==> config.mk <==
export PLATFORM = sky130hd
export DESIGN_NAME = snu_fifo
export DESIGN_NICKNAME = d
export VERILOG_FILES = /design/src/scanline_unpack_nearest_color_defines.svh /design/src/snu_pkg.sv /design/src/snu_fifo.sv
export SDC_FILE = /design/constraint.sdc
export NUM_CORES = 1
export LEC_CHECK = 0
export BUFFER_PORTS_ARGS = -buffer_cell sky130_fd_sc_hd__buf_2
export CAP_MARGIN = 20
export CORE_MARGIN = 4
export CORE_UTILIZATION = 55
export DETAILED_ROUTE_END_ITERATION = 7
export GPL_TIMING_DRIVEN = 0
export PLACE_DENSITY = 0.77
export SLEW_MARGIN = 30
export SYNTH_ARGS = -nofsm -noshare
export SYNTH_HDL_FRONTEND = slang
export SYNTH_SLANG_ARGS = --single-unit
==> constraint.sdc <==
create_clock -name clk -period 2.4 [get_ports clk]
set_input_delay 0.36 -clock clk [delete_from_list [all_inputs] [get_ports clk]]
set_output_delay 0.36 -clock clk [all_outputs]
set_load 0.005 [all_outputs]
==> src/scanline_unpack_nearest_color_defines.svh <==
// Assertion macros for the scanline unpacker with nearest-color quantizer.
// Included by the top level; expects clk and arst_n in scope.
`ifndef SCANLINE_UNPACK_NEAREST_COLOR_DEFINES_SVH
`define SCANLINE_UNPACK_NEAREST_COLOR_DEFINES_SVH

// Checked only while out of reset.
`define SNU_ASSERT(name, prop, msg) \
	name: assert property (@(posedge clk) disable iff (!arst_n) prop) \
		else $error(msg);

// Checked at every edge, reset included.
`define SNU_ASSERT_ALWAYS(name, prop, msg) \
	name: assert property (@(posedge clk) prop) else $error(msg);

`endif

==> src/snu_pkg.sv <==
// Shared types, constants and codes of the scanline unpacker.
// No dependencies; imported by every module of the block.
`timescale 1ns / 1ps

package snu_pkg;

	localparam int PANEL_WIDTH_DEF   = 1200;
	localparam int PALETTE_DEPTH_DEF = 256;
	localparam int FIFO_DEPTH        = 4;
	localparam int CFG_W             = 12;

	localparam logic [1:0] REG_BPP     = 2'd0;
	localparam logic [1:0] REG_USE_PAL = 2'd1;
	localparam logic [1:0] REG_WIDTH   = 2'd2;
	localparam logic [1:0] REG_XOFF    = 2'd3;

	localparam logic [5:0] BPP_1  = 6'd1;
	localparam logic [5:0] BPP_2  = 6'd2;
	localparam logic [5:0] BPP_4  = 6'd4;
	localparam logic [5:0] BPP_8  = 6'd8;
	localparam logic [5:0] BPP_16 = 6'd16;
	localparam logic [5:0] BPP_24 = 6'd24;
	localparam logic [5:0] BPP_32 = 6'd32;

	localparam logic [11:0] WIDTH_RESET = 12'd1200;
	localparam logic [7:0]  REF_LEVEL   = 8'd192;

	localparam logic [2:0] CODE_BLACK  = 3'd0;
	localparam logic [2:0] CODE_WHITE  = 3'd1;
	localparam logic [2:0] CODE_GREEN  = 3'd2;
	localparam logic [2:0] CODE_BLUE   = 3'd3;
	localparam logic [2:0] CODE_RED    = 3'd4;
	localparam logic [2:0] CODE_YELLOW = 3'd5;

	// Reference colors in tie-break order.
	localparam int REF_N = 6;
	localparam logic [2:0] REF_CODE [REF_N] = '{
		CODE_BLACK, CODE_WHITE, CODE_YELLOW, CODE_RED, CODE_BLUE, CODE_GREEN
	};

	typedef enum logic [1:0] {
		OP_PAL,
		OP_BYTE,
		OP_RGB
	} op_t;

	typedef struct packed {
		op_t         op;
		logic [7:0]  index;
		logic [23:0] rgb;
	} work_t;

	typedef struct packed {
		logic [5:0]  bpp;
		logic        use_pal;
		logic [11:0] width;
		logic [10:0] x_off;
	} cfg_t;

	typedef struct packed {
		logic [11:0] column;
		logic        visible;
		logic        row_end;
		logic        last;
	} pix_meta_t;

	typedef struct packed {
		logic full;
		logic not_empty;
	} fifo_stat_t;

endpackage

==> src/snu_fifo.sv <==
// Short work queue between the front end and the pixel back end.
// Uses work_t and fifo_stat_t from snu_pkg.
`timescale 1ns / 1ps

module snu_fifo import snu_pkg::*; (
	input  logic       clk,
	input  logic       arst_n,
	input  logic       push,
	input  work_t      push_data,
	input  logic       pop,
	output work_t      head,
	output fifo_stat_t stat
);

	localparam int PW = (FIFO_DEPTH > 1) ? $clog2(FIFO_DEPTH) : 1;
	localparam int CW = $clog2(FIFO_DEPTH + 1);

	work_t         slots_q [FIFO_DEPTH];
	logic [PW-1:0] wr_ptr_q, rd_ptr_q;
	logic [CW-1:0] count_q;

	assign head           = slots_q[rd_ptr_q];
	assign stat.full      = (count_q == CW'(FIFO_DEPTH));
	assign stat.not_empty = (count_q != '0);

	always_ff @(posedge clk) begin
		if (push) begin
			slots_q[wr_ptr_q] <= push_data;
		end
	end

	always_ff @(posedge clk or negedge arst_n) begin
		if (!arst_n) begin
			wr_ptr_q <= '0;
			rd_ptr_q <= '0;
			count_q  <= '0;
		end else begin
			if (push) begin
				wr_ptr_q <= (wr_ptr_q == PW'(FIFO_DEPTH - 1)) ? '0 : wr_ptr_q + 1'b1;
			end
			if (pop) begin
				rd_ptr_q <= (rd_ptr_q == PW'(FIFO_DEPTH - 1)) ? '0 : rd_ptr_q + 1'b1;
			end
			if (push && !pop) begin
				count_q <= count_q + 1'b1;
			end else if (pop && !push) begin
				count_q <= count_q - 1'b1;
			end
		end
	end

endmodule

==> results.json, run 1 <==
{
  "outcome": "finished, final reports clean",
  "p_leak_nw": 2.35,
  "syn_nets": 260,
  "clockBufferDepth": 2,
  "cts_buffers": 17,
  "critPathKind": "register to output port",
  "post_cts_buffers": 0,
  "path_buf_inv": 3,
  "rsz0062_at_grt": "false",
  "synth_seq_cells": 143,
  "drt_iter0_drc": 95,
  "maxSlewViolCount": 0,
  "drt_wl_total_mm": 8.88,
  "synth_area_leader_cell": "edfxtp_1",
  "skew_ps": 7.08,
  "p_per_area_nw_per_um2": 1210,
  "max_cap_violations": 0,
  "grt_pass1_wl_mm": 14.5,
  "multi_input_area_sq_um": 1020,
  "finalSetupTns_ps": 0,
  "clock-sinks": 143,
  "vdd.ir_drop.worst_uv": 632,
  "final_antenna_net_count": 0,
  "grt_pass1_vias": 2646,
  "row_count": 35,
  "io_pins": 74,
  "path_delay_family": "multiplexers",
  "final_common_cell": "edfxtp_1",
  "grt-ovfl-total": 0,
  "drc": 0,
  "fillCellCount": 592,
  "clock_latency_ps": 510,
  "vias": 2414,
  "critPathLaunchType": "register",
  "initial_core_util_pct": 57.4,
  "num-nets-final": 357,
  "wl_per_cell_um": 19.6,
  "worstHoldPathType": "primary input to register",
  "clk_pin_slew_ps": 60,
  "seq_area_sq_um": 4260,
  "antenna_found_initial": 0,
  "placed_cell_area_sq_um": 6000,
  "dp.final_hpwl_mm": 5.62,
  "syn_area_sq_um": 5380,
  "globalplace.congestion": 0.657,
  "antenna_cells": 0,
  "firstDrtPassIters": 4,
  "fin_area_sq_um": 6590,
  "period_needed_ps": 2260,
  "grt_max_degree": 24,
  "mostFrequentLayoutCells": "edfxtp_1, buf_2, mux4_2, clkbuf_16, dfrtp_1",
  "cts-root-buf": "clkbuf_8",
  "cts_resized": 0,
  "avgSynthCellArea_sq_um": 25.0,
  "core_sq_um": 9370,
  "synthTopCellsByArea": "edfxtp_1, mux4_2, dfrtp_1",
  "htreeDepth": 4,
  "fmax_mhz": 442,
  "crit_chain": "buf_6 -> buf_12 -> mux4_2 -> buf_2",
  "arrival_ps": 1900,
  "worstPathRequired_ps": 2040,
  "syn_to_final_growth_pct": 22.6,
  "yosysSeqAreaShare_pct": 79.2,
  "max_slew_margin_pct": 57.3,
  "io_buffers": 73,
  "drive_above_1_share_pct": 45.8,
  "setup_violations": 0,
  "hold_viol": 0,
  "avgViaCountPerCell": 5.32,
  "yosys_warnings": 0,
  "fp.dieW_um": 107,
  "cpPeakStageDelay_ps": 530,
  "tightest_slew_ps": 641,
  "crit_slowest_cell": "mux4_2",
  "syn_inst": 215,
  "cts_tree": "yes",
  "ys_types": 19,
  "groute.usage.overall_pct": 17.5,
  "yosysTopAreaCellShare_pct": 76.0,
  "path_max_fanout": 10,
  "cp-end-kind": "output port",
  "die_area_sq_um": 11400,
  "fp.dieH_um": 107,
  "fin_crit_sh_pct": 94.3
}
-- synthesized netlist by cell type --
master	count
and2_1	4
buf_12	3
buf_2	4
buf_6	1
dfrtp_1	7
edfxtp_1	136
fa_1	1
ha_1	6
inv_1	4
mux2_2	3
mux4_1	6
mux4_2	28
nand2_1	2
nor2_1	3
nor3b_1	1
o21ai_0	2
or3_1	1
xnor2_1	1
xor2_1	2
-- power by group --
group          switching (mW)  total (mW)  internal, mW  leakage, nW
clock                   0.958        2.54          1.58        0.281
combinational           0.972        2.10          1.12        0.742
sequential              0.125        3.34          3.21         1.33
-- per-stage QoR --
| step | instances | power, mW | hold WS (ps) | utilization [%] | setup WS [ps] |
|---|---|---|---|---|---|
| after floorplan | 215 | 4.71 | 64.4 | - | 548 |
| after global placement | 417 | 5.43 | 201 | 63.0 | -75.0 |
| after detailed placement | 421 | 5.55 | 206 | 64.0 | 604 |
| after CTS | 454 | 8.09 | 30.7 | 70.3 | 84.1 |
| after global routing | 454 | 8.39 | 39.2 | 70.3 | 52.3 |
| final | 454 | 7.97 | 63.7 | 70.3 | 137 |
-- layer usage --
metal / share of wire, % / vias up / track usage [%]
met1: 42 / 1232 / 23.0
met5: 0 / - / 0
met4: 0.56 / 0 / 4.93
met2: 52 / 76 / 28.2
met3: 5.3 / 5 / 5.84
li1: - / 1101 / -
-- logic make-up (layout without fill, tap and decap cells) --
group,after synthesis,in the layout,share of synthesized area (%)
buf+inv,12,122,1.98
simple gates,11,11,1.07
compound gates,2,2,0.186
mux,37,37,15.3
flops,143,143,79.2
fa+ha+maj,7,7,1.77
xor+xnor,3,3,0.489
-- what timing repair did --
| action | in CTS | in global routing |
|---|---|---|
| hold buffers | 1 | 0 |
| endpoints found under the hold margin | 7 | 0 |
| endpoints found under the setup margin | 0 | 0 |
-- cell type report --
type / instances / area share [%]
timing repair buffer: 78 / 7.06
sequential: 143 / 64.6
clock buffer: 18 / 6.34
buffer: 8 / 1.39
tap: 129 / 2.45
clock inverter: 14 / 2.47
multi-input combinational: 60 / 15.4
inverter: 4 / 0.228
-- path summary, 6_finish.rpt --
kind / start / end / slack [ps] / cells past startpoint
min in group asynchronous: arst_n / count_q[1] / 220 / 2
max in group asynchronous: arst_n / rd_ptr_q[0] / 2010 / 2
setup reg to reg: wr_ptr_q[0] / slots_q[2][7] / 640 / 4
hold reg to reg: count_q[2] / count_q[2] / 500 / 1
setup / recovery: rd_ptr_q[0] / head[5] / 140 / 4
hold / removal: push_data[24] / slots_q[0][24] / 60 / 1
-- state kept, by name, summed over array words and instances (netlist names) --
name and cells:
wr_ptr_q 2, rd_ptr_q 2, slots_q 136, count_q 3
Note: power is estimated with default switching activity, not from simulation.
==> inputs of run 2 (changes only) <==
- clock period: 2.4 -> 2.15 ns (I/O delays scaled with it)
==> results.json, run 2 (synthesized netlist as in run 1, its figures left out) <==
{
  "vdd.ir_drop.worst_uv": 695,
  "num-nets-final": 368,
  "worstPathRequired_ps": 1830,
  "cp-end-kind": "output port",
  "fmax_mhz": 455,
  "cts-root-buf": "clkbuf_8",
  "largestRegisters": "slots_q x136, count_q x3",
  "drt_wl_total_mm": 9.28,
  "cpMostUsedCell": "buf_12",
  "io_buffers": 73,
  "clock_latency_ps": 510,
  "arrival_ps": 1880,
  "worst_slack_ps": -49.6,
  "wl_per_cell_um": 20.0,
  "drive_above_1_share_pct": 47.6,
  "grt_pass1_wl_mm": 14.8,
  "grt_max_degree": 24,
  "mostFrequentLayoutCells": "edfxtp_1, buf_2, mux4_2, clkbuf_16, dfrtp_1",
  "cts_tree": "yes",
  "drc": 0,
  "clk_pin_slew_ps": 60,
  "die_area_sq_um": 11400,
  "globalplace.congestion": 0.657,
  "fp.dieH_um": 107,
  "grt-ovfl-total": 0,
  "rsz0062_at_grt": "true",
  "max_cap_violations": 0,
  "initial_core_util_pct": 57.4,
  "top_register": "slots_q",
  "dp.final_hpwl_mm": 5.62,
  "skew_ps": 7.43,
  "fin_crit_sh_pct": 102,
  "cpPeakStageDelay_ps": 520,
  "syn_to_final_growth_pct": 25.6,
  "final_common_cell": "edfxtp_1",
  "period_needed_ps": 2200,
  "crit_slowest_cell": "mux4_2",
  "max_slew_margin_pct": 57.5,
  "antenna_cells": 0,
  "clock-sinks": 143,
  "path_max_fanout": 8,
  "firstDrtPassIters": 4,
  "maxSlewViolCount": 0,
  "critPathLaunchType": "register",
  "hold_viol": 0,
  "final_util_pct": 72.1,
  "io_pins": 74,
  "fp.dieW_um": 107,
  "row_count": 35,
  "antenna_found_initial": 0,
  "finalSetupTns_ps": -941,
  "clockBufferDepth": 2,
  "avgViaCountPerCell": 5.35,
  "worstHoldPathType": "primary input to register",
  "core_sq_um": 9370,
  "drt_iter0_drc": 104,
  "p_per_area_nw_per_um2": 1370,
  "violations": "setup timing",
  "vias": 2486,
  "cts_buffers": 17,
  "p_leak_nw": 2.42,
  "outcome": "complete, but fails checks",
  "tightest_slew_ps": 638,
  "final_antenna_net_count": 0,
  "crit_chain": "buf_12 -> buf_12 -> mux4_2 -> buf_2",
  "groute.usage.overall_pct": 17.8,
  "grt_pass1_vias": 2695,
  "critPathKind": "register to output port",
  "largest_reg_flops": 136,
  "setup_violations": 34,
  "htreeDepth": 4
}
-- run 2: metrics by stage --
stage	hold WS [ps]	worst slack (ps)	power [mW]	instances	area [sq um]
global route	2.17	-124	9.69	465	6750
CTS	0.853	-79.8	9.15	461	6660
global placement	164	-325	6.06	417	5900
floorplan	26.9	298	5.25	215	5380
finish	26.0	-49.6	9.23	465	6750
detailed placement	169	354	6.19	421	6000
-- run 2: final cells by class --
type	count	area (sq um)
clock buffers	18	418
fillers	577	2620
multi-input cells	60	997
plain buffers	8	108
flip-flops and latches	143	4260
well taps	129	161
repair buffers	89	632
inverters	4	15.0
clock inverters	14	163
-- run 2: worst max-delay path: cells and delay by family, from the launching register on --
kind | cells | cell delay [ps]
muxes | 1 | 520
DFF | 1 | 390
buffers and inverters | 3 | 460
-- run 2: path summary, 6_finish.rpt --
check / from / to / slack, ps / cells after the start
max in group asynchronous: arst_n / rd_ptr_q[0] / 1800 / 2
min in group asynchronous: arst_n / count_q[1] / 180 / 2
hold reg to reg: count_q[2] / count_q[2] / 500 / 1
setup reg to reg: wr_ptr_q[0] / slots_q[2][7] / 390 / 4
hold / removal: push_data[10] / slots_q[0][10] / 30 / 1
setup / recovery: rd_ptr_q[0] / head[5] / -50 / 4
-- run 2: what timing repair did --
action                                  4_1_cts  5_1_grt
resized for setup                             9        2
buffers inserted                              2        1
hold buffers                                  6        0
cloned                                        0        3
hold endpoints to repair                     27        0
endpoints found under the setup margin       31       34
-- run 2: report_power, final --
part,internal [mW],switching [mW],leakage [nW]
Combinational,1.50,1.16,0.805
Sequential,3.59,0.149,1.33
Clock,1.76,1.08,0.281
-- run 2: layer usage --
metal	wire (um)	vias to the layer above	track usage [%]
li1	-	1123	-
met1	3970	1273	23.7
met2	4750	82	28.4
met3	519	8	5.84
met4	41	0	4.93
met5	0	-	0
