$ cat src/scanline_unpack_nearest_color_defines.svh
// Assertion macros for the scanline unpacker with nearest-color quantizer.
// Included by the top level; expects clk and arst_n in scope.
`ifndef SCANLINE_UNPACK_NEAREST_COLOR_DEFINES_SVH
`define SCANLINE_UNPACK_NEAREST_COLOR_DEFINES_SVH

// Checked only while out of reset.
`define SNU_ASSERT(name, prop, msg) \
	name: assert property (@(posedge clk) disable iff (!arst_n) prop) \
		else $error(msg);

// Checked at every edge, reset included.
`define SNU_ASSERT_ALWAYS(name, prop, msg) \
	name: assert property (@(posedge clk) prop) else $error(msg);

`endif

$ cat src/snu_pkg.sv
// Shared types, constants and codes of the scanline unpacker.
// No dependencies; imported by every module of the block.
`timescale 1ns / 1ps

package snu_pkg;

	localparam int PANEL_WIDTH_DEF   = 1200;
	localparam int PALETTE_DEPTH_DEF = 256;
	localparam int FIFO_DEPTH        = 4;
	localparam int CFG_W             = 12;

	localparam logic [1:0] REG_BPP     = 2'd0;
	localparam logic [1:0] REG_USE_PAL = 2'd1;
	localparam logic [1:0] REG_WIDTH   = 2'd2;
	localparam logic [1:0] REG_XOFF    = 2'd3;

	localparam logic [5:0] BPP_1  = 6'd1;
	localparam logic [5:0] BPP_2  = 6'd2;
	localparam logic [5:0] BPP_4  = 6'd4;
	localparam logic [5:0] BPP_8  = 6'd8;
	localparam logic [5:0] BPP_16 = 6'd16;
	localparam logic [5:0] BPP_24 = 6'd24;
	localparam logic [5:0] BPP_32 = 6'd32;

	localparam logic [11:0] WIDTH_RESET = 12'd1200;
	localparam logic [7:0]  REF_LEVEL   = 8'd192;

	localparam logic [2:0] CODE_BLACK  = 3'd0;
	localparam logic [2:0] CODE_WHITE  = 3'd1;
	localparam logic [2:0] CODE_GREEN  = 3'd2;
	localparam logic [2:0] CODE_BLUE   = 3'd3;
	localparam logic [2:0] CODE_RED    = 3'd4;
	localparam logic [2:0] CODE_YELLOW = 3'd5;

	// Reference colors in tie-break order.
	localparam int REF_N = 6;
	localparam logic [2:0] REF_CODE [REF_N] = '{
		CODE_BLACK, CODE_WHITE, CODE_YELLOW, CODE_RED, CODE_BLUE, CODE_GREEN
	};

	typedef enum logic [1:0] {
		OP_PAL,
		OP_BYTE,
		OP_RGB
	} op_t;

	typedef struct packed {
		op_t         op;
		logic [7:0]  index;
		logic [23:0] rgb;
	} work_t;

	typedef struct packed {
		logic [5:0]  bpp;
		logic        use_pal;
		logic [11:0] width;
		logic [10:0] x_off;
	} cfg_t;

	typedef struct packed {
		logic [11:0] column;
		logic        visible;
		logic        row_end;
		logic        last;
	} pix_meta_t;

	typedef struct packed {
		logic full;
		logic not_empty;
	} fifo_stat_t;

endpackage

$ cat src/snu_front.sv
// Front end: accepts input transfers, assembles multi-byte pixels and
// classifies each item into a work entry for the queue. Uses snu_pkg.
`timescale 1ns / 1ps

module snu_front import snu_pkg::*; (
	input  logic       clk,
	input  logic       arst_n,
	input  cfg_t       cfg,
	input  logic       bpp_write,
	input  logic       in_valid,
	output logic       in_ready,
	input  logic       kind,
	input  logic [7:0] data_byte,
	input  logic [7:0] entry_index,
	input  logic [7:0] entry_red,
	input  logic [7:0] entry_green,
	input  logic [7:0] entry_blue,
	input  fifo_stat_t fifo_stat,
	output logic       push,
	output work_t      push_data
);

	logic [1:0]  phase_q, phase_d;
	logic [15:0] held_q, held_d;
	logic        accept;
	logic        push_c;
	logic [7:0]  s0;
	logic [23:0] rgb16;

	assign in_ready = !fifo_stat.full;
	assign accept   = in_valid && in_ready;
	assign push     = accept && push_c;

	assign s0    = held_q[7:0];
	assign rgb16 = {data_byte[7:3], 3'b000,
	                data_byte[2:0], s0[7:5], 2'b00,
	                s0[4:0], 3'b000};

	always_comb begin
		push_c    = 1'b0;
		phase_d   = phase_q;
		held_d    = held_q;
		push_data = '{op: OP_PAL, index: entry_index,
		              rgb: {entry_red, entry_green, entry_blue}};
		if (!kind) begin
			push_c = 1'b1;
		end else begin
			case (cfg.bpp)
				BPP_1, BPP_2, BPP_4, BPP_8: begin
					push_c          = 1'b1;
					push_data.op    = OP_BYTE;
					push_data.index = data_byte;
					phase_d         = 2'd0;
				end
				BPP_16: begin
					if (phase_q == 2'd0) begin
						held_d  = {8'h00, data_byte};
						phase_d = 2'd1;
					end else begin
						push_c        = 1'b1;
						push_data.op  = OP_RGB;
						push_data.rgb = rgb16;
						phase_d       = 2'd0;
					end
				end
				BPP_24, BPP_32: begin
					case (phase_q)
						2'd0: begin
							held_d  = {8'h00, data_byte};
							phase_d = 2'd1;
						end
						2'd1: begin
							held_d  = {held_q[7:0], data_byte};
							phase_d = 2'd2;
						end
						2'd2: begin
							push_c        = 1'b1;
							push_data.op  = OP_RGB;
							push_data.rgb = {held_q, data_byte};
							phase_d       = (cfg.bpp == BPP_32) ? 2'd3 : 2'd0;
						end
						default: begin
							if (cfg.bpp == BPP_24) begin
								push_c        = 1'b1;
								push_data.op  = OP_RGB;
								push_data.rgb = {held_q, data_byte};
							end
							phase_d = 2'd0;
						end
					endcase
				end
				default: begin
					push_c = 1'b0;
				end
			endcase
		end
	end

	always_ff @(posedge clk or negedge arst_n) begin
		if (!arst_n) begin
			phase_q <= 2'd0;
			held_q  <= 16'h0000;
		end else if (bpp_write) begin
			phase_q <= 2'd0;
			held_q  <= 16'h0000;
		end else if (accept) begin
			phase_q <= phase_d;
			held_q  <= held_d;
		end
	end

endmodule

$ cat config.mk
export PLATFORM = sky130hd
export DESIGN_NAME = snu_front
export DESIGN_NICKNAME = d
export VERILOG_FILES = /design/src/scanline_unpack_nearest_color_defines.svh /design/src/snu_pkg.sv /design/src/snu_front.sv
export SDC_FILE = /design/constraint.sdc
export NUM_CORES = 1
export LEC_CHECK = 0
export CAP_MARGIN = 20
export CELL_PAD_IN_SITES_DETAIL_PLACEMENT = 1
export CELL_PAD_IN_SITES_GLOBAL_PLACEMENT = 1
export CORE_MARGIN = 2
export CORE_UTILIZATION = 46
export DETAILED_ROUTE_END_ITERATION = 10
export DONT_BUFFER_PORTS = 1
export PLACE_DENSITY = 0.9
export SLEW_MARGIN = 20
export SYNTH_ARGS = -nofsm -noshare
export SYNTH_HDL_FRONTEND = slang
export SYNTH_SLANG_ARGS = --single-unit
$ cat constraint.sdc
create_clock -name clk -period 4.8 [get_ports clk]
set_clock_uncertainty 0.15 [all_clocks]
set_input_delay 0.24 -clock clk [delete_from_list [all_inputs] [get_ports clk]]
set_output_delay 0.24 -clock clk [all_outputs]
set_load 0.01 [all_outputs]
==> metrics.md, run 1 <==
| Metric | Value |
|---|---|
| DRC Markers | 0 |
| Detail Route Antenna Nets | 0 |
| CP Capture Type | output port |
| Clock tree buffer depth | 2 |
| Synth Register Bits | 18 |
| Port Buf Inserts | 0 |
| Reg2Reg Depth | 5 |
| Min cycle time layout | 2700 ps |
| I/O pin cnt | approximately 110 |
| First-pass GRT wire length | 6810 µm |
| GP Congestion | a little under 0.9 |
| Leakage | 0.681 nW |
| Max-capacitance violation count | 0 |
| Vert. Die Dim | around 60 µm |
| Post-DR wirelength/cell | about 23 µm |
| Post-DP HPWL | 3100 µm |
| Vias in the first global route | 1359 |
| Fin nets | 233 |
| Share of layout cells above drive strength 1 | 0.148 |
| Via count | 1380 |
| Clock sink count | 18 |
| Root Driver | clkbuf_4 |
| Total grt overflow | 0 |
| N_diodes | 0 |
| Setup TNS | 0 ps |
| CTS clk-pin slew, worst paths | 100 ps |
| R2r setup slk | about 2600 ps |
| Hold Fails Final Rpt | 0 |
| Hold/Removal Path Class | primary input to register |
| Clk_lat worst skew | approximately 300 ps |
| Status | completed |
| Die W | 59.6 µm |
| Cells after Synth | 150 |
| Avg Inst Size Synth | 9.47 µm² |
| Yosys cell types | 37 |
| Total GRT Usage | 0.257 |
| Hold path cells | 2 |
| Max Transition Viols Final | 0 |
| Vias per cell | 7.34 |
| Arrival time at the worst endpoint | 2310 ps |
| Most frequent cells in the layout | a22o_1 (23), inv_1 (20), dfrtp_1 (18), a222oi_1 (16), dlygate4sd3_1 (10) |
| Worst R2R Start | phase_q[0]$_DFFE_PN0P_ |
| Initial Util | 0.473 |
| Yosys warns | 0 |
| CTS tree | done |
| End of the critical path | push_data[12] |
| Kind of start point of the critical path | register |
| Maximum net fanout on the critical path | 16 |
| TritonCTS buffer count | 3 |
| H-tree levels | 1 |
| Min Hold Slack | 51.0 ps |
| Final instance area | between 1500 and 2000 µm² |
| Iteration count of the initial detailed-routing pass | 6 |
| Placed Area | 1420 µm² |
| PostCTS Resize Cnt | 0 |
| Largest net degree at the start of global routing | 26 |
| Critical Path RT | 4410 ps |
| CP startpoint | phase_q[0]$_DFFE_PN0P_ |
| Peak supply drop | 0.166 mV |
| FP Rows | 20 |
| CORE AREA | 3000 µm² |
| Number of enable flip-flop cells after synthesis | 0 |
| Area Overhead vs Synth | 10.2% |
| Total wire length | between 4000 and 5000 µm |
| Sequential share of the synthesized area | 0.317 |
| Worst-Margin Slew | around 1000 ps |
| Setup violators final | 0 |
| Commonest non-fill, non-tap cell in the layout | a22o_1 |
| Cell Area, Synth | 1420 µm² |
| Reg2reg end | held_q[3]$_DFFE_PN0P_ |
| Slew HR | 0.301 |
| Initial antenna violation count | 0 |
| Final period utilization | 0.562 |
| Ys async rst share | 1.00 |
| Syn Nets | 227 |
| RSZ-0062 raised after global routing | false |
| Die area | roughly 3500 µm² |
| Crit Path Class | register to output port |
| Top FF cell, synth | dfrtp_1 |
| Maximum clock rate | 0.371 GHz |
| Initial DRC count | 90 |
| Power Dens Cells | 194 nW/µm² |
[state kept, by name, indices dropped and copies added (netlist names)]
name / flops
held_q: 16
phase_q: 2
[synthesized netlist by cell type, types with 2 or more instances]
cell type,n,area share
nand2b_1,3,0.013
nor3b_2,2,0.018
a21oi_1,9,0.032
a222oi_1,16,0.11
mux2_2,9,0.071
clkbuf_1,4,0.011
and4_1,2,0.012
a21oi_2,2,0.012
buf_2,5,0.018
nand4_1,2,0.0088
dfrtp_1,18,0.32
nor2_1,6,0.016
nand2_1,2,0.0053
a22o_1,23,0.14
nor3_1,2,0.0070
o21ai_0,5,0.018
inv_1,20,0.053
[worst min-delay path by stage]
stage | startpoint | slack (ps) | end
6_report | bpp_write | 50 | phase_q[1]$_DFFE_PN0P_
5_1_grt | bpp_write | 60 | phase_q[1]$_DFFE_PN0P_
4_1_cts | bpp_write | 40 | phase_q[1]$_DFFE_PN0P_
3_5_place_dp | arst_n | -200 | phase_q[0]$_DFFE_PN0P_
3_3_place_gp | arst_n | -200 | phase_q[0]$_DFFE_PN0P_
2_1_floorplan | arst_n | -210 | held_q[0]$_DFFE_PN0P_
[through the flow]
stage | power, mW | setup WS [ps] | utilization | instances
after floorplan | 0.199 | 2700 | - | 150
after global placement | 0.201 | 2270 | 0.472 | 174
after detailed placement | 0.203 | 2130 | 0.472 | 174
after CTS | 0.306 | 1930 | 0.518 | 188
after global routing | 0.317 | 1900 | 0.521 | 188
final | 0.304 | 2100 | 0.521 | 188
[logic make-up (layout without fill, tap and decap cells)]
kind of cell	Yosys count	count (layout)	share of synthesized area
simple gates	30	30	0.152
buf+inv	30	35	0.0890
xor+xnor	1	1	0.00617
flops	18	18	0.317
mux	10	10	0.0784
compound gates	61	61	0.357
[worst max-delay path: stages, from the launching register on]
cell,delay [ps]
dfrtp_1,550
o21ai_0,170
nor3b_2,890
a222oi_1,220
inv_1,170
[power breakdown]
part	internal, mW	leakage (nW)	switching, mW
clock network	0.0463	0.0210	0.0479
registers	0.152	0.252	0.000386
logic	0.0249	0.408	0.0326
total	0.223	0.681	0.0809
[what timing repair did]
action	in CTS	in global routing
hold buffers	10	0
endpoints found under the hold margin	28	0
setup buffers	0	0
[per-layer routing]
metal | vias to the layer above | part of all wire | track usage
met5 | - | 0 | 0
met4 | 0 | 0.011 | 0.0889
met3 | 6 | 0.078 | 0.0677
met2 | 85 | 0.51 | 0.410
met1 | 677 | 0.40 | 0.339
li1 | 612 | - | -
[final cells by class]
class	instances	area [µm²]
Tap cell	33	41.3
Timing Repair Buffer	11	108
Clock buffer	4	36.3
Fill cell	330	1440
Inverter	20	75.1
Sequential cell	18	450
Multi-Input combinational cell	102	855
No activity file was read; power rests on OpenSTA's default activity.
==> run 2: changes to the inputs <==
--- a/config.mk
+++ b/config.mk
@@ -9,10 +9,10 @@
 export CELL_PAD_IN_SITES_DETAIL_PLACEMENT = 1
 export CELL_PAD_IN_SITES_GLOBAL_PLACEMENT = 1
 export CORE_MARGIN = 2
-export CORE_UTILIZATION = 46
+export CORE_UTILIZATION = 43
 export DETAILED_ROUTE_END_ITERATION = 10
 export DONT_BUFFER_PORTS = 1
-export PLACE_DENSITY = 0.9
+export PLACE_DENSITY = 0.85
 export SLEW_MARGIN = 20
 export SYNTH_ARGS = -nofsm -noshare
 export SYNTH_HDL_FRONTEND = slang
==> constraint.sdc (replaced) <==
create_clock -name clk -period 2.7 [get_ports clk]
set_clock_uncertainty 0.15 [all_clocks]
set_input_delay 0.135 -clock clk [delete_from_list [all_inputs] [get_ports clk]]
set_output_delay 0.135 -clock clk [all_outputs]
set_load 0.01 [all_outputs]
==> metrics.md, run 2 (same netlist as run 1, synthesis figures left out) <==
| Metric | Value |
|---|---|
| Fin nets | 235 (+0.86%) |
| Die area | 3780 µm² (+6.5%) |
| Total wire length | 4350 µm (+2.6%) |
| CORE AREA | 3100 µm² (+3.3%) |
| Initial DRC count | 115 (+28%) |
| Vias in the first global route | 1322 (-2.7%) |
| Commonest non-fill, non-tap cell in the layout | a22o_1 |
| First-pass GRT wire length | 6430 µm (-5.6%) |
| Post-DR wirelength/cell | 21.6 µm (-4.0%) |
| Vert. Die Dim | 61.5 µm (+3.2%) |
| Arrival time at the worst endpoint | 2100 ps (-210 ps) |
| Grt met3 use | 0.0567 (-0.0110) |
| Crit path largest cell delay | 510 ps (-380 ps) |
| Vias per cell | 6.90 (-6.1%) |
| Setup violators final | 0 (unchanged) |
| Cells along the critical path | nor4b_1 -> a21oi_1 -> nor3b_2 -> buf_4 -> a222oi_1 -> inv_1 |
| Max Transition Viols Final | 0 (unchanged) |
| Worst-Margin Slew | 957 ps (-85.9 ps) |
| CTS tree | done |
| Largest Register | held_q |
| Peak supply drop | 0.240 mV (+45%) |
| Detail Route Antenna Nets | 0 (unchanged) |
| Met2 Use GR | 0.371 (-0.0389) |
| Initial antenna violation count | 0 (unchanged) |
| Slew HR | 0.359 (+0.0579) |
| Reg2reg end | held_q[4]$_DFFE_PN0P_ |
| Cell family with most CP delay | simple AND/OR/NAND/NOR gates |
| Largest net degree at the start of global routing | 26 (unchanged) |
| Pwr Total | 539 µW (+77%) |
| CTS clk-pin slew, worst paths | 100 ps (about the same) |
| Clock sink count | 18 (unchanged) |
| Most frequent cells in the layout | a22o_1 (23), inv_1 (20), dfrtp_1 (18), a222oi_1 (16), dlygate4sd3_1 (10) |
| Buf/Inv on CP | 2 (+1) |
| Min cycle time layout | 2380 ps |
| Clock power share | 0.308 (-0.002) |
| Maximum clock rate | between 0.4 and 0.5 GHz |
| Layout fillers | 379 (+15%) |
| P_int | 396 µW (+78%) |
| Clk_lat worst skew | 290 ps (about the same) |
| CP Capture Type | output port |
| FP Rows | 20 (unchanged) |
| Met1 usage | 0.323 (-0.0158) |
| RSZ-0062 raised after global routing | false |
| Share of layout cells above drive strength 1 | 0.159 (+0.0108) |
| Setup TNS | 0 ps (unchanged) |
| Status | completed |
| Root Driver | clkbuf_4 |
| Hold path cells | 3 (+1) |
| Power Dens Cells | 340 nW/µm² (+75%) |
| Post-DP HPWL | 3160 µm (+1.9%) |
| Max-capacitance violation count | 0 (unchanged) |
| GP Congestion | 0.878 (+0.55%) |
| Crit Path Class | register to output port |
| Worst R2R Start | phase_q[0]$_DFFE_PN0P_ |
| DRC Markers | 0 (unchanged) |
| Iteration count of the initial detailed-routing pass | 5 (-1) |
| PostCTS Resize Cnt | 0 (unchanged) |
| I/O pin cnt | 113 (unchanged) |
| Hold Fails Final Rpt | 0 (unchanged) |
| Clock tree buffer depth | 2 (unchanged) |
| Switch share | 0.265 (-0.00153) |
| TritonCTS buffer count | 3 (unchanged) |
| Critical Path RT | 2410 ps (-2000 ps) |
| Via count | 1386 (+0.43%) |
| Initial Util | 0.458 (-0.0153) |
| Worst Hold Launch | cfg[27] |
| Maximum net fanout on the critical path | 24 (+8) |
| Total GRT Usage | 0.231 (-0.0269) |
| Hold-fix buffers, CTS | 10 (unchanged) |
| Port Buf Inserts | 0 (unchanged) |
| Total grt overflow | 0 (unchanged) |
| R2r setup slk | 400 ps (-2190 ps) |
| Biggest regs | held_q: 16 flops, phase_q: 2 flops |
| Critical Path Slowest Stage Cell | dfrtp_1 |
| Gate power share | 0.190 (about the same) |
| Area Overhead vs Synth | 11.5% |
| Postcts setup bufs | 0 (unchanged) |
| Endpoint, Worst Hold | phase_q[1]$_DFFE_PN0P_ |
| Reg2Reg Depth | 5 (unchanged) |
| Leakage | 0.687 nW (+0.94%) |
| N_diodes | 0 (unchanged) |
| Final period utilization | 0.882 |
| H-tree levels | 1 (unchanged) |
| Hold/Removal Path Class | primary input to register |
| Die W | 61.5 µm (+3.2%) |
| Most Used Layer, Global Route | met2 |
| Max FFs per register | 16 (unchanged) |
| Kind of start point of the critical path | register |
| Sequential power share | 0.502 (about the same) |
| Net Sw Power | 143 µW (+76%) |
run 2: metrics by stage:
stage | setup slack (ps) | area [µm²] | hold slack [ps] | std cells | util
global placement | 592 | 1450 | -310 | 187 | 0.466
floorplan | 763 | 1420 | -311 | 150 | -
CTS | 326 | 1580 | 8.25 | 201 | 0.510
detailed placement | 429 | 1450 | -310 | 187 | 0.466
finish | 319 | 1580 | 16.7 | 201 | 0.510
global route | 175 | 1580 | 42.8 | 201 | 0.510
run 2: cell type report:
type | instances | area [µm²] | share of cell area
flip-flops and latches | 18 | 450 | 0.285
well taps | 44 | 55.1 | 0.0348
multi-input cells | 102 | 843 | 0.533
clock buffers | 4 | 36.3 | 0.0229
repair buffers | 13 | 123 | 0.0775
inverters | 20 | 75.1 | 0.0474
run 2: worst reg2reg max path: stages, from the launching register on:
cell      delay (ps)
dfrtp_1          560
nand2b_1         100
a21oi_1          320
nor3_2            90
nor2_1           730
a22o_1           280
run 2: worst max path at each step:
stage | endpoint | depth (start not counted) | start | slack [ps]
finish | push_data[5] | 6 | phase_q[0]$_DFFE_PN0P_ | 320
global route | held_q[13]$_DFFE_PN0P_ | 5 | phase_q[0]$_DFFE_PN0P_ | 180
CTS | push_data[13] | 6 | phase_q[0]$_DFFE_PN0P_ | 330
detailed placement | held_q[1]$_DFFE_PN0P_ | 5 | phase_q[0]$_DFFE_PN0P_ | 430
global placement | held_q[14]$_DFFE_PN0P_ | 5 | phase_q[0]$_DFFE_PN0P_ | 590
floorplan | push_data[23] | 7 | phase_q[0]$_DFFE_PN0P_ | 760
run 2: power groups by stage:
stage	clock network [mW]	logic, mW	registers (mW)
global route	0.177	0.111	0.271
finish	0.166	0.102	0.271
global placement	0	0.0822	0.276
detailed placement	0	0.0851	0.276
floorplan	0	0.0774	0.276
CTS	0.170	0.103	0.271
run 2: metal layers:
metal  vias to the layer above  wire (µm)
li1                        616          -
met1                       697       1780
met2                        69       2210
met3                         4        326
met4                         0         31
met5                         -          0
==> run 3: changes to the inputs <==
==> constraint.sdc (replaced) <==
create_clock -name clk -period 2.7 [get_ports clk]
set_clock_uncertainty 0.15 [all_clocks]
set_input_delay 0.27 -clock clk [delete_from_list [all_inputs] [get_ports clk]]
set_output_delay 0.27 -clock clk [all_outputs]
set_load 0.01 [all_outputs]
==> metrics.md, run 3 (same netlist as run 1, synthesis figures left out) <==
| Metric | Value |
|---|---|
| Via count | 1358 (-2.0%) |
| Hold/Removal Path Class | primary input to register |
| Dpl ws | 391 ps (-38.4 ps) |
| Placed Area | 1460 µm² (+1.0%) |
| Clk_lat worst skew | 280 ps (about the same) |
| Die area | 3780 µm² (unchanged) |
| Die W | 61.5 µm (unchanged) |
| Hold Fails Final Rpt | 0 (unchanged) |
| Clock sink count | 18 (unchanged) |
| Fin nets | 237 (+0.85%) |
| Detail Route Antenna Nets | 0 (unchanged) |
| Crit Path Class | register to output port |
| Final period utilization | 0.939 (+0.0571) |
| Layout fillers | 381 (+0.53%) |
| Pwr Total | 500 µW (-7.3%) |
| Initial DRC count | 157 (+37%) |
| Largest Register | held_q |
| CP Capture Type | output port |
| Vert. Die Dim | 61.5 µm (unchanged) |
| Critical Path RT | 2280 ps (-130 ps) |
| Post-DP HPWL | 3190 µm (+0.98%) |
| Power Dens Cells | 315 nW/µm² (-7.3%) |
| Arrival time at the worst endpoint | 2120 ps (+20 ps) |
| TritonCTS buffer count | 3 (unchanged) |
| FP Rows | 20 (unchanged) |
| Largest net degree at the start of global routing | 26 (unchanged) |
| Max-capacitance violation count | 0 (unchanged) |
| Most frequent cells in the layout | a22o_1 (23), inv_1 (20), dfrtp_1 (18), a222oi_1 (16), dlygate4sd3_1 (10) |
| Max FFs per register | 16 (unchanged) |
| Area Overhead vs Synth | 11.5% (about the same) |
| First-pass GRT wire length | 6430 µm (unchanged) |
| Status | completed |
| Cells after DPL | 189 (+1.1%) |
| Setup TNS | 0 ps (unchanged) |
| GP Congestion | 0.882 (+0.42%) |
| RSZ-0062 raised after global routing | false |
| Clock tree buffer depth | 2 (unchanged) |
| CTS clk-pin slew, worst paths | 100 ps (about the same) |
| Commonest non-fill, non-tap cell in the layout | a22o_1 |
| Root Driver | clkbuf_4 |
| Leakage | 0.690 nW (+0.49%) |
| Max Transition Viols Final | 0 (unchanged) |
| Crit path largest cell delay | 510 ps (about the same) |
| Final worst slack | 165 ps (-154 ps) |
| Final instance area | 1580 µm² (about the same) |
| Kind of start point of the critical path | register |
| CTS tree | done |
| Port Buf Inserts | 0 (unchanged) |
| Maximum clock rate | 0.394 GHz (-6.1%) |
| Initial Util | 0.458 (unchanged) |
| Fin cells | 202 (+0.50%) |
| Cells along the critical path | nor4b_1 -> a21oi_1 -> nor3b_2 -> buf_4 -> a222oi_1 -> inv_1 |
| Slew HR | 0.385 (+0.0254) |
| Total wire length | 4320 µm (-0.74%) |
| Vias per cell | 6.72 (-2.5%) |
| H-tree levels | 1 (unchanged) |
| Peak supply drop | 0.147 mV (-39%) |
| Share of layout cells above drive strength 1 | 0.165 (+0.00532) |
| Iteration count of the initial detailed-routing pass | 7 (+2) |
| Total GRT Usage | 0.228 (-0.00274) |
| Maximum net fanout on the critical path | 24 (unchanged) |
| DRC Markers | 0 (unchanged) |
| Initial antenna violation count | 0 (unchanged) |
| N_diodes | 0 (unchanged) |
| Vias in the first global route | 1332 (+0.76%) |
| Biggest regs | held_q: 16 flops, phase_q: 2 flops |
| Worst-Margin Slew | 919 ps (-38.0 ps) |
| Setup violators final | 0 (unchanged) |
| Min cycle time layout | 2540 ps (+154 ps) |
| CORE AREA | 3100 µm² (unchanged) |
| I/O pin cnt | 113 (unchanged) |
| Total grt overflow | 0 (unchanged) |
| Critical Path Slowest Stage Cell | dfrtp_1 |
| Post-DR wirelength/cell | 21.4 µm (-1.2%) |
==> run 3: report_power, final <==
group,internal (mW),switching [mW],total (mW)
Clock,0.0516,0.0752,0.127
Combinational,0.0457,0.0567,0.102
Sequential,0.270,0.000699,0.271
==> run 3: per-layer routing <==
| metal | global-route usage | up-vias | routed length (µm) |
|---|---|---|---|
| li1 | - | 620 | - |
| met1 | 0.309 | 670 | 1770 |
| met2 | 0.392 | 66 | 2200 |
| met3 | 0.0420 | 2 | 326 |
| met4 | 0.0274 | 0 | 13 |
| met5 | 0 | - | 0 |
==> run 3: worst max-delay path, delay by kind of cell, from the launching register on <==
| family | cells | cell delay, ps |
|---|---|---|
| AND/OR/NAND/NOR | 2 | 640 |
| flip-flops | 1 | 510 |
| buffers and inverters | 2 | 410 |
| AO/OA/AOI/OAI | 2 | 260 |
==> run 3: final cells by class <==
type                       instances  area (µm²)  area share
tap                               44        55.1      0.0348
timing repair buffer              15         138      0.0869
sequential                        18         450       0.284
clock buffer                       3        22.5      0.0142
multi-input combinational        102         843       0.532
inverter                          20        75.1      0.0474
==> run 3: what timing repair did <==
item                      4_1_cts  5_1_grt
resized for setup               0        0
hold endpoints to repair       27        0
hold buffers                   10        0
setup buffers                   0        0
==> run 3: worst paths after layout <==
path | startpoint | end | slack (ps) | depth (start not counted)
max | phase_q[0]$_DFFE_PN0P_ | push_data[13] | 160 | 6
min | bpp_write | phase_q[0]$_DFFE_PN0P_ | 10 | 2
max reg2reg | phase_q[0]$_DFFE_PN0P_ | held_q[1]$_DFFE_PN0P_ | 430 | 5
min reg2reg | held_q[12]$_DFFE_PN0P_ | held_q[12]$_DFFE_PN0P_ | 370 | 1
max in group asynchronous | arst_n | held_q[11]$_DFFE_PN0P_ | 1510 | 1
min in group asynchronous | arst_n | held_q[1]$_DFFE_PN0P_ | 380 | 1
==> run 3: per-stage QoR <==
step,utilization,hold slack [ps]
floorplan,-,-176
global placement,0.471,-175
detailed placement,0.471,-175
CTS,0.510,1.92
global route,0.510,5.18
finish,0.510,11.3
